[config.mk]
export PLATFORM = sky130hd
export DESIGN_NAME = hex_command_frame_parser_unit
export DESIGN_NICKNAME = d
export VERILOG_FILES = /design/src/rtl/core/hcfp_pkg.sv /design/src/rtl/core/hcfp_csr.sv /design/src/rtl/core/hcfp_crc_byte.sv /design/src/rtl/core/hcfp_parse.sv /design/src/rtl/core/hex_command_frame_parser_unit.sv
export SDC_FILE = /design/constraint.sdc
export NUM_CORES = 1
export LEC_CHECK = 0
export ABC_CLOCK_PERIOD_IN_PS = 10000
export BUFFER_PORTS_ARGS = -buffer_cell sky130_fd_sc_hd__buf_2
export CAP_MARGIN = 20
export CELL_PAD_IN_SITES_DETAIL_PLACEMENT = 0
export CELL_PAD_IN_SITES_GLOBAL_PLACEMENT = 1
export CORE_MARGIN = 8
export CORE_UTILIZATION = 35
export DETAILED_ROUTE_END_ITERATION = 6
export GPL_ROUTABILITY_DRIVEN = 1
export GPL_TIMING_DRIVEN = 1
export PLACE_DENSITY_LB_ADDON = 0.1
export SLEW_MARGIN = 15
export SYNTH_ARGS = -nofsm -noshare
export SYNTH_HDL_FRONTEND = slang
export SYNTH_SLANG_ARGS = --single-unit
[constraint.sdc]
create_clock -name clock -period 10 [get_ports clock]
set_input_delay 2 -clock clock [delete_from_list [all_inputs] [get_ports clock]]
set_output_delay 2 -clock clock [all_outputs]
set_load 0.01 [all_outputs]
[src/rtl/core/hcfp_pkg.sv]
`timescale 1ns / 1ps

package hcfp_pkg;

   localparam int CSR_INDEX_W = 3;
   localparam int CSR_DATA_W  = 16;

   // Register indexes of the configuration port
   localparam logic [CSR_INDEX_W-1:0] CSR_POLY     = 3'd0;
   localparam logic [CSR_INDEX_W-1:0] CSR_OP_WRITE = 3'd1;
   localparam logic [CSR_INDEX_W-1:0] CSR_OP_READ  = 3'd2;
   localparam logic [CSR_INDEX_W-1:0] CSR_OP_ERASE = 3'd3;
   localparam logic [CSR_INDEX_W-1:0] CSR_OP_JUMP  = 3'd4;

   localparam logic [15:0] POLY_RESET     = 16'hA001;
   localparam logic [7:0]  OP_WRITE_RESET = 8'h01;
   localparam logic [7:0]  OP_READ_RESET  = 8'h02;
   localparam logic [7:0]  OP_ERASE_RESET = 8'h03;
   localparam logic [7:0]  OP_JUMP_RESET  = 8'h04;

   // Result status codes
   localparam logic [2:0] STATUS_FAIL  = 3'd0;
   localparam logic [2:0] STATUS_WRITE = 3'd1;
   localparam logic [2:0] STATUS_READ  = 3'd2;
   localparam logic [2:0] STATUS_ERASE = 3'd3;
   localparam logic [2:0] STATUS_JUMP  = 3'd4;

   typedef struct packed {
      logic [7:0] char_in;
      logic       end_of_buffer;
   } req_type;

   typedef struct packed {
      logic [2:0]  status;
      logic [7:0]  command_byte;
      logic [31:0] target_address;
      logic [7:0]  count_byte;
      logic        crc_ok;
   } rsp_type;

   typedef struct packed {
      logic [15:0] crc_poly;
      logic [7:0]  op_write;
      logic [7:0]  op_read;
      logic [7:0]  op_erase;
      logic [7:0]  op_jump;
   } cfg_type;

endpackage

[src/rtl/core/hcfp_csr.sv]
`timescale 1ns / 1ps

module hcfp_csr (
   input  logic                               clock,
   input  logic                               reset,
   input  logic                               csr_we,
   input  logic [hcfp_pkg::CSR_INDEX_W-1:0]   csr_index,
   input  logic [hcfp_pkg::CSR_DATA_W-1:0]    csr_wdata,
   output hcfp_pkg::cfg_type                  cfg
);

   hcfp_pkg::cfg_type cfg_ff;
   hcfp_pkg::cfg_type cfg_in;

   always_comb begin
      cfg_in = cfg_ff;
      if (csr_we) begin
         unique case (csr_index)
            hcfp_pkg::CSR_POLY:     cfg_in.crc_poly = csr_wdata;
            hcfp_pkg::CSR_OP_WRITE: cfg_in.op_write = csr_wdata[7:0];
            hcfp_pkg::CSR_OP_READ:  cfg_in.op_read  = csr_wdata[7:0];
            hcfp_pkg::CSR_OP_ERASE: cfg_in.op_erase = csr_wdata[7:0];
            hcfp_pkg::CSR_OP_JUMP:  cfg_in.op_jump  = csr_wdata[7:0];
            default:                cfg_in = cfg_ff;
         endcase
      end
   end

   always_ff @(posedge clock) begin
      if (reset) begin
         cfg_ff.crc_poly <= hcfp_pkg::POLY_RESET;
         cfg_ff.op_write <= hcfp_pkg::OP_WRITE_RESET;
         cfg_ff.op_read  <= hcfp_pkg::OP_READ_RESET;
         cfg_ff.op_erase <= hcfp_pkg::OP_ERASE_RESET;
         cfg_ff.op_jump  <= hcfp_pkg::OP_JUMP_RESET;
      end else begin
         cfg_ff <= cfg_in;
      end
   end

   assign cfg = cfg_ff;

endmodule

[src/rtl/core/hcfp_crc_byte.sv]
`timescale 1ns / 1ps

module hcfp_crc_byte (
   input  logic [15:0] crc_cur,
   input  logic [7:0]  data_byte,
   input  logic [15:0] poly,
   output logic [15:0] crc_next
);

   always_comb begin
      logic [15:0] acc;
      acc = crc_cur ^ {8'h00, data_byte};
      // Eight reflected shift steps, LSB first
      for (int k = 0; k < 8; k++) begin
         if (acc[0]) begin
            acc = (acc >> 1) ^ poly;
         end else begin
            acc = acc >> 1;
         end
      end
      crc_next = acc;
   end

endmodule

[src/rtl/core/hcfp_parse.sv]
`timescale 1ns / 1ps

module hcfp_parse (
   input  logic                clock,
   input  logic                reset,
   input  hcfp_pkg::cfg_type   cfg,
   input  logic                item_valid,
   input  hcfp_pkg::req_type   item,
   output logic                emit,
   output hcfp_pkg::rsp_type   result
);

   localparam logic [7:0]  StartChar = 8'h7E;
   localparam logic [15:0] CrcInit   = 16'hFFFF;
   localparam logic [4:0]  CmdPos    = 5'd2;
   localparam logic [4:0]  AddrEnd   = 5'd10;
   localparam logic [4:0]  HexEnd    = 5'd12;
   localparam logic [4:0]  LastPos   = 5'd16;

   logic [4:0]  pos_ff, pos_in;
   logic [7:0]  cmd_ff, cmd_in;
   logic [31:0] addr_ff, addr_in;
   logic [7:0]  data_ff, data_in;
   logic [15:0] rxcrc_ff, rxcrc_in;
   logic [15:0] crc_ff, crc_in;
   logic [3:0]  nib_ff, nib_in;
   logic        decided_ff, decided_in;

   logic        hex_ok;
   logic [3:0]  hex_val;
   logic [7:0]  full_byte;
   logic [7:0]  crc_data;
   logic [15:0] crc_next;
   logic        crc_match;
   logic [2:0]  status_w;
   logic        ok_w;

   always_comb begin
      hex_ok  = 1'b1;
      hex_val = 4'h0;
      if (item.char_in >= "0" && item.char_in <= "9") begin
         hex_val = 4'(item.char_in - "0");
      end else if (item.char_in >= "a" && item.char_in <= "f") begin
         hex_val = 4'(item.char_in - "a" + 8'd10);
      end else if (item.char_in >= "A" && item.char_in <= "F") begin
         hex_val = 4'(item.char_in - "A" + 8'd10);
      end else begin
         hex_ok = 1'b0;
      end
   end

   assign full_byte = {nib_ff, hex_val};
   assign crc_data  = (pos_ff == 5'd0) ? StartChar : full_byte;

   hcfp_crc_byte u_crc (
      .crc_cur   (crc_ff),
      .data_byte (crc_data),
      .poly      (cfg.crc_poly),
      .crc_next  (crc_next)
   );

   assign crc_match = ({rxcrc_ff[11:0], hex_val} == crc_ff);

   always_comb begin
      pos_in     = pos_ff;
      cmd_in     = cmd_ff;
      addr_in    = addr_ff;
      data_in    = data_ff;
      rxcrc_in   = rxcrc_ff;
      crc_in     = crc_ff;
      nib_in     = nib_ff;
      decided_in = decided_ff;
      emit       = 1'b0;
      status_w   = hcfp_pkg::STATUS_FAIL;
      ok_w       = 1'b0;

      if (!decided_ff) begin
         if (pos_ff == 5'd0) begin
            if (item.char_in != StartChar) begin
               emit       = 1'b1;
               decided_in = 1'b1;
            end else begin
               crc_in = crc_next;
            end
         end else if (!hex_ok) begin
            emit       = 1'b1;
            decided_in = 1'b1;
         end else if (pos_ff <= HexEnd) begin
            if (pos_ff[0]) begin
               nib_in = hex_val;
            end else begin
               if (pos_ff == CmdPos) begin
                  cmd_in = full_byte;
               end else if (pos_ff <= AddrEnd) begin
                  addr_in = {addr_ff[23:0], full_byte};
               end else begin
                  data_in = full_byte;
               end
               crc_in = crc_next;
            end
         end else begin
            rxcrc_in = {rxcrc_ff[11:0], hex_val};
            if (pos_ff == LastPos) begin
               emit       = 1'b1;
               decided_in = 1'b1;
               ok_w       = crc_match;
               if (crc_match) begin
                  if (cmd_ff == cfg.op_write) begin
                     status_w = hcfp_pkg::STATUS_WRITE;
                  end else if (cmd_ff == cfg.op_read) begin
                     status_w = hcfp_pkg::STATUS_READ;
                  end else if (cmd_ff == cfg.op_erase) begin
                     status_w = hcfp_pkg::STATUS_ERASE;
                  end else if (cmd_ff == cfg.op_jump) begin
                     status_w = hcfp_pkg::STATUS_JUMP;
                  end
               end
            end
         end

         if (!decided_in && pos_ff < LastPos) begin
            pos_in = pos_ff + 5'd1;
         end
         // Buffer ended before the frame was decided
         if (!decided_in && item.end_of_buffer) begin
            emit       = 1'b1;
            decided_in = 1'b1;
         end
      end

      result.status         = status_w;
      result.command_byte   = cmd_in;
      result.target_address = addr_in;
      result.count_byte     = data_in;
      result.crc_ok         = ok_w;

      // Rearm for the next buffer
      if (item.end_of_buffer) begin
         pos_in     = 5'd0;
         cmd_in     = 8'h00;
         addr_in    = 32'h0;
         data_in    = 8'h00;
         rxcrc_in   = 16'h0;
         crc_in     = CrcInit;
         nib_in     = 4'h0;
         decided_in = 1'b0;
      end
   end

   always_ff @(posedge clock) begin
      if (reset) begin
         pos_ff     <= 5'd0;
         cmd_ff     <= 8'h00;
         addr_ff    <= 32'h0;
         data_ff    <= 8'h00;
         rxcrc_ff   <= 16'h0;
         crc_ff     <= CrcInit;
         nib_ff     <= 4'h0;
         decided_ff <= 1'b0;
      end else if (item_valid) begin
         pos_ff     <= pos_in;
         cmd_ff     <= cmd_in;
         addr_ff    <= addr_in;
         data_ff    <= data_in;
         rxcrc_ff   <= rxcrc_in;
         crc_ff     <= crc_in;
         nib_ff     <= nib_in;
         decided_ff <= decided_in;
      end
   end

   a_pos_range: assert property (@(posedge clock) disable iff (reset)
      pos_ff <= LastPos)
      else $error("character position beyond frame end");

   a_pass_has_crc: assert property (@(posedge clock) disable iff (reset)
      item_valid && emit && result.status != hcfp_pkg::STATUS_FAIL |-> result.crc_ok)
      else $error("command accepted without CRC match");

   a_quiet_after_decision: assert property (@(posedge clock) disable iff (reset)
      item_valid && decided_ff |-> !emit)
      else $error("second result within one buffer");

   a_rearm: assert property (@(posedge clock) disable iff (reset)
      item_valid && item.end_of_buffer |=> pos_ff == 5'd0 && !decided_ff && crc_ff == CrcInit)
      else $error("parser not rearmed after end of buffer");

endmodule

[src/rtl/core/hex_command_frame_parser_unit.sv]
`timescale 1ns / 1ps
// Channel  Direction  Handshake            Payload
// req      in         req_valid/req_ready  hcfp_pkg::req_type (char_in, end_of_buffer)
// rsp      out        rsp_valid/rsp_ready  hcfp_pkg::rsp_type (status .. crc_ok)
// csr      in         csr_we               csr_index, csr_wdata (write only)
//
// One character a cycle sustained while the result is not stalled; a transaction is held
// in the input register, then its result in the result register, where rsp_valid rises.
// Datapath: input register, then decode and one CRC byte update into the result register.
// Reset is synchronous and active high; it restores the registers and rearms the parser.
// A stalled result holds in its register; the input register still takes a new
// transaction and holds it until the result register frees.

module hex_command_frame_parser_unit (
   input  logic                              clock,
   input  logic                              reset,
   input  logic                              req_valid,
   output logic                              req_ready,
   input  hcfp_pkg::req_type                 req_data,
   output logic                              rsp_valid,
   input  logic                              rsp_ready,
   output hcfp_pkg::rsp_type                 rsp_data,
   input  logic                              csr_we,
   input  logic [hcfp_pkg::CSR_INDEX_W-1:0]  csr_index,
   input  logic [hcfp_pkg::CSR_DATA_W-1:0]   csr_wdata
);

   hcfp_pkg::cfg_type cfg;
   hcfp_pkg::req_type in_ff, in_in;
   logic              in_valid_ff, in_valid_in;
   hcfp_pkg::rsp_type rsp_ff, rsp_in;
   logic              rsp_valid_ff, rsp_valid_in;
   logic              out_free;
   logic              advance;
   logic              emit;
   hcfp_pkg::rsp_type result;

   hcfp_csr u_csr (
      .clock     (clock),
      .reset     (reset),
      .csr_we    (csr_we),
      .csr_index (csr_index),
      .csr_wdata (csr_wdata),
      .cfg       (cfg)
   );

   assign out_free  = !rsp_valid_ff || rsp_ready;
   assign advance   = in_valid_ff && out_free;
   assign req_ready = !in_valid_ff || out_free;

   hcfp_parse u_parse (
      .clock      (clock),
      .reset      (reset),
      .cfg        (cfg),
      .item_valid (advance),
      .item       (in_ff),
      .emit       (emit),
      .result     (result)
   );

   always_comb begin
      in_valid_in = in_valid_ff;
      in_in       = in_ff;
      if (req_valid && req_ready) begin
         in_valid_in = 1'b1;
         in_in       = req_data;
      end else if (advance) begin
         in_valid_in = 1'b0;
      end

      rsp_valid_in = rsp_valid_ff;
      rsp_in       = rsp_ff;
      if (advance && emit) begin
         rsp_valid_in = 1'b1;
         rsp_in       = result;
      end else if (rsp_ready) begin
         // drop the delivered transaction
         rsp_valid_in = 1'b0;
      end
   end

   always_ff @(posedge clock) begin
      if (reset) begin
         in_valid_ff  <= 1'b0;
         rsp_valid_ff <= 1'b0;
      end else begin
         in_valid_ff  <= in_valid_in;
         rsp_valid_ff <= rsp_valid_in;
      end
      in_ff  <= in_in;
      rsp_ff <= rsp_in;
   end

   assign rsp_valid = rsp_valid_ff;
   assign rsp_data  = rsp_ff;

endmodule

# == Yosys cells after proc, flatten, opt, wreduce, memory -nomap -nowiden ==
# Index checks and enable logic that the tools add are counted.
# classes
add_sub_neg,6
magnitude_cmp,9
n_eq_ne,17
n_mux,78
n_bitwise,12
n_reduce_logical,36
# ops
operator,count
$mux 32,8
$mux 16,15
$mux 8,16
$xor 15x16->16,8
$mux 12,5
$mux 4,9
$eq 8x8->1,4
$mux 1,19
$eq 16x16->1,1
$ge 8x7->1 const B,2
$le 8x7->1 const B,2
$xor 16x8->16,1
$mux 5,3
$reduce_and 6->1,2
$reduce_bool 2->1,6
$sub 4x1->4 const B,3
$le 5x4->1 const B,2
$reduce_and 2->1,5
$reduce_or 9->1,1
$add 4x4->4 const B,2
$ge 8x6->1 const B,1
$le 8x6->1 const B,1
$logic_and 1x1->1,8
$ne 8x7->1 const B,1
22 further kinds,33
# word_totals
reg_bits,197
input_bits,33
output_inout_bits,54
word_cells,182

# == Longest topological paths before layout ==
# logic_depth
depth_word,29
depth_mapped,20
ltp_nobuf,17

# == Modules after synthesis ==
# Synthesis repeated with hierarchy kept, for this count alone.
# hier_totals
cells_unflattened,1139
area_unflattened_um2,11209.5
# by_module_without_submodules
mod,n_inst,cells_each,area_each_um2,seq_area_each_um2
hcfp_parse,1,533,4848.4,1721.7
hcfp_crc_byte,1,351,2448.6,0.0
hcfp_csr,1,183,1978.1,960.9
hex_command_frame_parser_unit,1,72,1934.4,1871.8

# == Least setup slack after synthesis ==
# OpenSTA, ideal clock, no wires.
# synth_timing
kind,register to register
from,reg in_ff[1] (netlist name)
to,reg u_parse.crc_ff[7]
setup_time_ps,70
arrival_time_ps,4631
required_time_ps,9930
setup_slack_ps,5299
stages_incl_launch_ff,21
path_buffers,3
synth_period_minus_slack_ps,4701
path_cell_list,edfxtp_1 > inv_1 > ha_1 > o21ba_2 > o211ai_1 > o221a_2 > nor2_1 > buf_6 > o21a_1 > a221oi_1 > nand3b_1 > and2_1 > buf_6 > o21ai_0 > nand4_4 > and2_4 > o2111a_1 > buf_6 > o21ai_2 > xor3_1 > a21oi_1
# synth_via
elab_chain_len,28
word_cells_on_any_way,49
cone_classes,add/sub: 5; order compare: 6; eq/ne: 2; mux: 22; bitwise: 9; reduce/logical: 5
# synth_lines
item,line,source
from (decl),hex_command_frame_parser_unit.sv:29,"hcfp_pkg::req_type in_ff, in_in;"
from (signal assigned),hex_command_frame_parser_unit.sv:90,in_ff <= in_in;
"$sub 4x1->4, or another cell as far along","hcfp_parse.sv:44, hcfp_parse.sv:46",
$add 4x4->4 or $logic_and 1x1->1 (tied branches),"hcfp_parse.sv:44, hcfp_parse.sv:46, hcfp_parse.sv:45",
$mux 4,hcfp_parse.sv:45,"end else if (item.char_in >= ""A"" && item.char_in <= ""F"") begin"
$mux 4,hcfp_parse.sv:43,"end else if (item.char_in >= ""a"" && item.char_in <= ""f"") begin"
$mux 4,hcfp_parse.sv:41,"if (item.char_in >= ""0"" && item.char_in <= ""9"") begin"
$mux 8,hcfp_parse.sv:53,assign crc_data = (pos_ff == 5'd0) ? StartChar : full_byte;
$xor 16x8->16,hcfp_crc_byte.sv:12,"acc = crc_cur ^ {8'h00, data_byte};"
$mux 16 or $xor 15x16->16 (tied branches),"hcfp_crc_byte.sv:15, hcfp_crc_byte.sv:16",
(+12 left out),-,
$xor 15x16->16,hcfp_crc_byte.sv:16,acc = (acc >> 1) ^ poly;
$mux 16,hcfp_crc_byte.sv:15,if (acc[0]) begin
$mux 16,hcfp_parse.sv:89,if (pos_ff[0]) begin
$mux 16,hcfp_parse.sv:88,end else if (pos_ff <= HexEnd) begin
$mux 16,hcfp_parse.sv:85,end else if (!hex_ok) begin
$mux 16,hcfp_parse.sv:78,if (pos_ff == 5'd0) begin
$mux 16,hcfp_parse.sv:77,if (!decided_ff) begin
$mux 16,hcfp_parse.sv:138,if (item.end_of_buffer) begin
to (signal assigned),hcfp_parse.sv:157,crc_ff <= CrcInit;
to (signal assigned),hcfp_parse.sv:166,crc_ff <= crc_in;
to (decl),hcfp_parse.sv:25,"logic [15:0] crc_ff, crc_in;"
# Several ways; a longest one is shown, not always the timed one. The select of a mux whose other input is x is not followed.
# A chain may end at the register's enable or synchronous reset.

# == Worst setup path after layout ==
# layout_timing
from,reg in_ff[1] (netlist name)
to,reg u_parse.crc_ff[2]
# Same word-level chain as after synthesis.

==> run summary <==
==================================================================================================
Detail-routed net length per standard cell                                                 20.0 µm
Height of the chip                                                                          194 µm
Largest driver fanout on the critical path                                                      16
Top post-synthesis cells by area                                                      sky130_fd_sc_hd__dfxtp_1 (24%), sky130_fd_sc_hd__edfxtp_1 (16%), sky130_fd_sc_hd__xnor2_1 (7.0%)
Number of max-capacitance violations reported                                                    0
First-pass GRT wire length                                                                51600 µm
Number of buffers inserted to repair setup after CTS                                             0
Syn Area/Cell                                                                             9.14 µm²
Classification of the worst setup path                                                     reg2reg
Max Clock Freq                                                                           0.164 GHz
Antenna diode count                                                                              0
Placeable core region                                                                   0.0314 mm²
Combined area of all synthesized cells                                                  0.0111 mm²
Routed via count                                                                              8740
Count of flip-flops with a built-in enable after synthesis                                      61
Clock tree root driver cell                                                           sky130_fd_sc_hd__clkbuf_16
DRC viols                                                                                        0
Last weighted congestion value of the routability-driven placer                              0.810
Clock transition time at the flip-flop clock pins of the worst setup and hold paths        0.08 ns
Quantity of hold-fixing buffers added after cts                                                  0
Sum of overflow across all layers after global routing                                           0
Count of final max-slew check failures                                                           0
Kind of end point of the critical path                                                        flop
Total Routing Usage GR                                                                       17.3%
Number of global-route vias before repair                                                     8478
Worst setup skew after layout                                                           0.00915 ns
Fraction of layout cells with a size suffix above 1                                          17.0%
Type of origin of the critical path                                                           flop
Number of nets with antenna violations after detailed routing                                    0
Syn Nets                                                                                      1257
Worst Tran Pin Value                                                                       1.02 ns
Number of port buffers                                                                          86
Violation count after the first detailed-routing iteration                                     655
Async set or reset register ratio after synthesis                                               0%
CTS tree                                                                                       yes
Cell Pwr Density                                                                        149 mW/mm²
Share of the yosys chip area belonging to registers                                          41.0%
Post-CTS Resized                                                                                 0
Final core area utilization                                                                  39.5%
VDD IR-drop max                                                                           0.110 mV
Die outline width                                                                           194 µm
Final number of setup-violating endpoints                                                        0
Clock Tree Buf Depth                                                                             2
Final Cycle Share                                                                            60.8%
Unique cell type count in the Yosys netlist                                                     81
Cell type with the largest total area after synthesis                                 sky130_fd_sc_hd__dfxtp_1
Via count normalized by instance count                                                        5.26
Final critical path time including I/O delays and setup                                    6.08 ns
Die ar.                                                                                 0.0377 mm²
Result of the run                                                                        completed
Final TNS setup                                                                               0 ns
Rel. slew slack                                                                              31.7%
Detailed-routing iteration count for the pre-antenna-repair pass                                 5
Clock sinks                                                                                    197
Layout Nets                                                                                   1288
Worst Hold Class                                                                           reg2reg
Endpoints failing hold                                                                           0
Primary flip-flop cell chosen by synthesis mapping                                    sky130_fd_sc_hd__dfxtp_1
Leak                                                                                    0.00460 µW
Initial cell density of the core                                                             35.4%
Portion of synthesized cell area occupied by the leading cell type                           24.5%
Post-Syn Instances                                                                            1217
Number of synthesized register bits                                                            197
Required time at the worst-slack endpoint                                                 10.37 ns
Number of rows in the core area                                                                 65
Synthesis Warnings                                                                               0
Detailed Place HPWL                                                                       22700 µm
WP data arrival                                                                            6.45 ns
Pin count of the biggest net entering global routing                                            76
Number of clock buffers inserted by TritonCTS                                                   17
Setup repair after global routing missed its margin                                          false
Detailed Route WL                                                                         33300 µm
Number of antenna violations at the first check in global routing                                0
Clock network latency to the later pin of the worst-skew pair                              0.44 ns
Area growth, synth to finish                                                                 11.4%
I/O pins                                                                                        87
Depth of the CTS H-tree                                                                          4
==================================================================================================
-- worst max-delay path, cell delays in order, from the launching register on --
cell and delay, ns:
sky130_fd_sc_hd__edfxtp_1 0.48, sky130_fd_sc_hd__inv_1 0.14, sky130_fd_sc_hd__ha_1 0.23, sky130_fd_sc_hd__o21ba_2 0.23, sky130_fd_sc_hd__o211ai_1 0.50, sky130_fd_sc_hd__a211oi_4 0.18, sky130_fd_sc_hd__nor2_1 0.64, sky130_fd_sc_hd__a211oi_2 0.14
sky130_fd_sc_hd__a211oi_4 0.47, sky130_fd_sc_hd__xor3_1 0.53, sky130_fd_sc_hd__nor2_1 0.46, sky130_fd_sc_hd__o211ai_1 0.15, sky130_fd_sc_hd__nand3_1 0.16, sky130_fd_sc_hd__xor2_1 0.31, sky130_fd_sc_hd__o2111a_1 0.66, sky130_fd_sc_hd__o21ai_0 0.18
sky130_fd_sc_hd__xor3_1 0.40, sky130_fd_sc_hd__a21oi_1 0.15
-- sequential cells by signal (all words and copies together) (netlist names) --
register	flops
rsp_data	52
u_csr.cfg	48
u_parse.addr_ff	32
u_parse.crc_ff	16
u_parse.rxcrc_ff	12
in_ff	9
u_parse.cmd_ff	8
u_parse.data_ff	8
u_parse.pos_ff	5
u_parse.nib_ff	4
in_valid_ff	1
rsp_valid	1
u_parse.decided_ff	1
-- cells in the mapped netlist (9+ instances only) --
cell type,count
sky130_fd_sc_hd__a21oi_1,89
sky130_fd_sc_hd__a22oi_1,60
sky130_fd_sc_hd__a31oi_1,9
sky130_fd_sc_hd__and3_1,10
sky130_fd_sc_hd__clkbuf_1,77
sky130_fd_sc_hd__dfxtp_1,136
sky130_fd_sc_hd__edfxtp_1,61
sky130_fd_sc_hd__inv_1,17
sky130_fd_sc_hd__mux2_2,38
sky130_fd_sc_hd__nand2_1,185
sky130_fd_sc_hd__nand3_1,11
sky130_fd_sc_hd__nand3b_1,12
sky130_fd_sc_hd__nand4_1,10
sky130_fd_sc_hd__nor2_1,132
sky130_fd_sc_hd__nor3_1,10
sky130_fd_sc_hd__nor4_1,12
sky130_fd_sc_hd__o21ai_0,51
sky130_fd_sc_hd__o31ai_1,9
sky130_fd_sc_hd__xnor2_1,89
sky130_fd_sc_hd__xor2_1,44
sky130_fd_sc_hd__xor3_1,10
-- routing by layer --
layer / vias up / share of wire [%] / GRT usage, % / wire length (µm)
li1: 4346 / - / - / -
met1: 4212 / 50 / 24.6 / 16700
met2: 174 / 46 / 27.6 / 15300
met3: 8 / 3.4 / 2.48 / 1140
met4: 0 / 0.52 / 3.11 / 173
met5: - / 0 / 0 / 0
-- per-stage QoR --
| stage | power [µW] | instance area [µm²] | hold slack, ns | std cells | worst slack (ns) |
|---|---|---|---|---|---|
| 4_1_cts | 1870 | 12400 | 0.470 | 1663 | 3.93 |
| 3_3_place_gp | 1190 | 11800 | 0.445 | 1631 | 3.96 |
| 5_1_grt | 1920 | 12400 | 0.487 | 1663 | 3.46 |
| 3_5_place_dp | 1190 | 11800 | 0.460 | 1631 | 3.98 |
| 2_1_floorplan | 1110 | 11100 | 0.448 | 1217 | 5.30 |
| 6_report | 1840 | 12400 | 0.464 | 1663 | 3.92 |
-- placed cells by master (no fill, tap or decap), types with 5 or more instances in the layout --
cell type                   instances
sky130_fd_sc_hd__mux2_2            38
sky130_fd_sc_hd__o21ai_0           51
sky130_fd_sc_hd__clkbuf_16         17
sky130_fd_sc_hd__edfxtp_1          61
sky130_fd_sc_hd__o211ai_1           7
sky130_fd_sc_hd__buf_2             85
sky130_fd_sc_hd__xnor3_1            8
sky130_fd_sc_hd__xor3_1            10
sky130_fd_sc_hd__inv_1             16
sky130_fd_sc_hd__nor2_1           131
sky130_fd_sc_hd__and2_1             6
sky130_fd_sc_hd__a31oi_1            9
sky130_fd_sc_hd__inv_6              6
sky130_fd_sc_hd__nand3b_1          12
sky130_fd_sc_hd__a22oi_1           60
sky130_fd_sc_hd__xnor2_1           89
sky130_fd_sc_hd__buf_4             18
sky130_fd_sc_hd__nor3_1             9
sky130_fd_sc_hd__a21oi_1           89
sky130_fd_sc_hd__o31ai_1            9
sky130_fd_sc_hd__a32oi_1            8
sky130_fd_sc_hd__o21ai_1            6
sky130_fd_sc_hd__nand2_1          184
sky130_fd_sc_hd__nor2b_1            5
sky130_fd_sc_hd__nand3_1           11
sky130_fd_sc_hd__nor4_1            12
sky130_fd_sc_hd__mux2i_1            5
sky130_fd_sc_hd__and3_1            10
sky130_fd_sc_hd__dfxtp_1          136
sky130_fd_sc_hd__nand4_1           10
sky130_fd_sc_hd__xor2_1            43
sky130_fd_sc_hd__ha_1               7
-- report_power, final --
group | switching (µW) | total [µW] | leakage [µW] | internal (µW)
logic | 188 | 311 | 0.00267 | 122
registers | 18.8 | 862 | 0.00165 | 843
clock network | 338 | 670 | 0.000275 | 332
-- cell type report --
| class | instances | area, µm² |
|---|---|---|
| flip-flops and latches | 197 | 4550 |
| repair buffers | 103 | 561 |
| inverters | 17 | 63.8 |
| multi-input cells | 912 | 6140 |
| clock inverters | 14 | 135 |
| fillers | 3235 | 19000 |
| well taps | 402 | 503 |
| clock buffers | 18 | 429 |
-- path summary, 6_finish.rpt --
kind,end,slack (ns),from,cells past startpoint
worst min register to register,u_csr.cfg[37]$_SDFFE_PP0P_,0.46,u_csr.cfg[37]$_SDFFE_PP0P_,2
worst max-delay path,u_parse.crc_ff[2]$_SDFFE_PP1P_,3.92,in_ff[1]$_DFFE_PP_,17
worst min-delay path,u_csr.cfg[37]$_SDFFE_PP0P_,0.46,u_csr.cfg[37]$_SDFFE_PP0P_,2
worst max register to register,u_parse.crc_ff[2]$_SDFFE_PP1P_,3.92,in_ff[1]$_DFFE_PP_,17
-- cells by family after synthesis --
| family | share of synthesized area [%] |
|---|---|
| compound gates | 17.8 |
| xor+xnor | 14.9 |
| fa+ha+maj | 0.788 |
| buf+inv | 4.05 |
| flops | 41.0 |
| mux | 4.42 |
| simple gates | 17.1 |
Note: power is estimated with default switching activity, not from simulation.
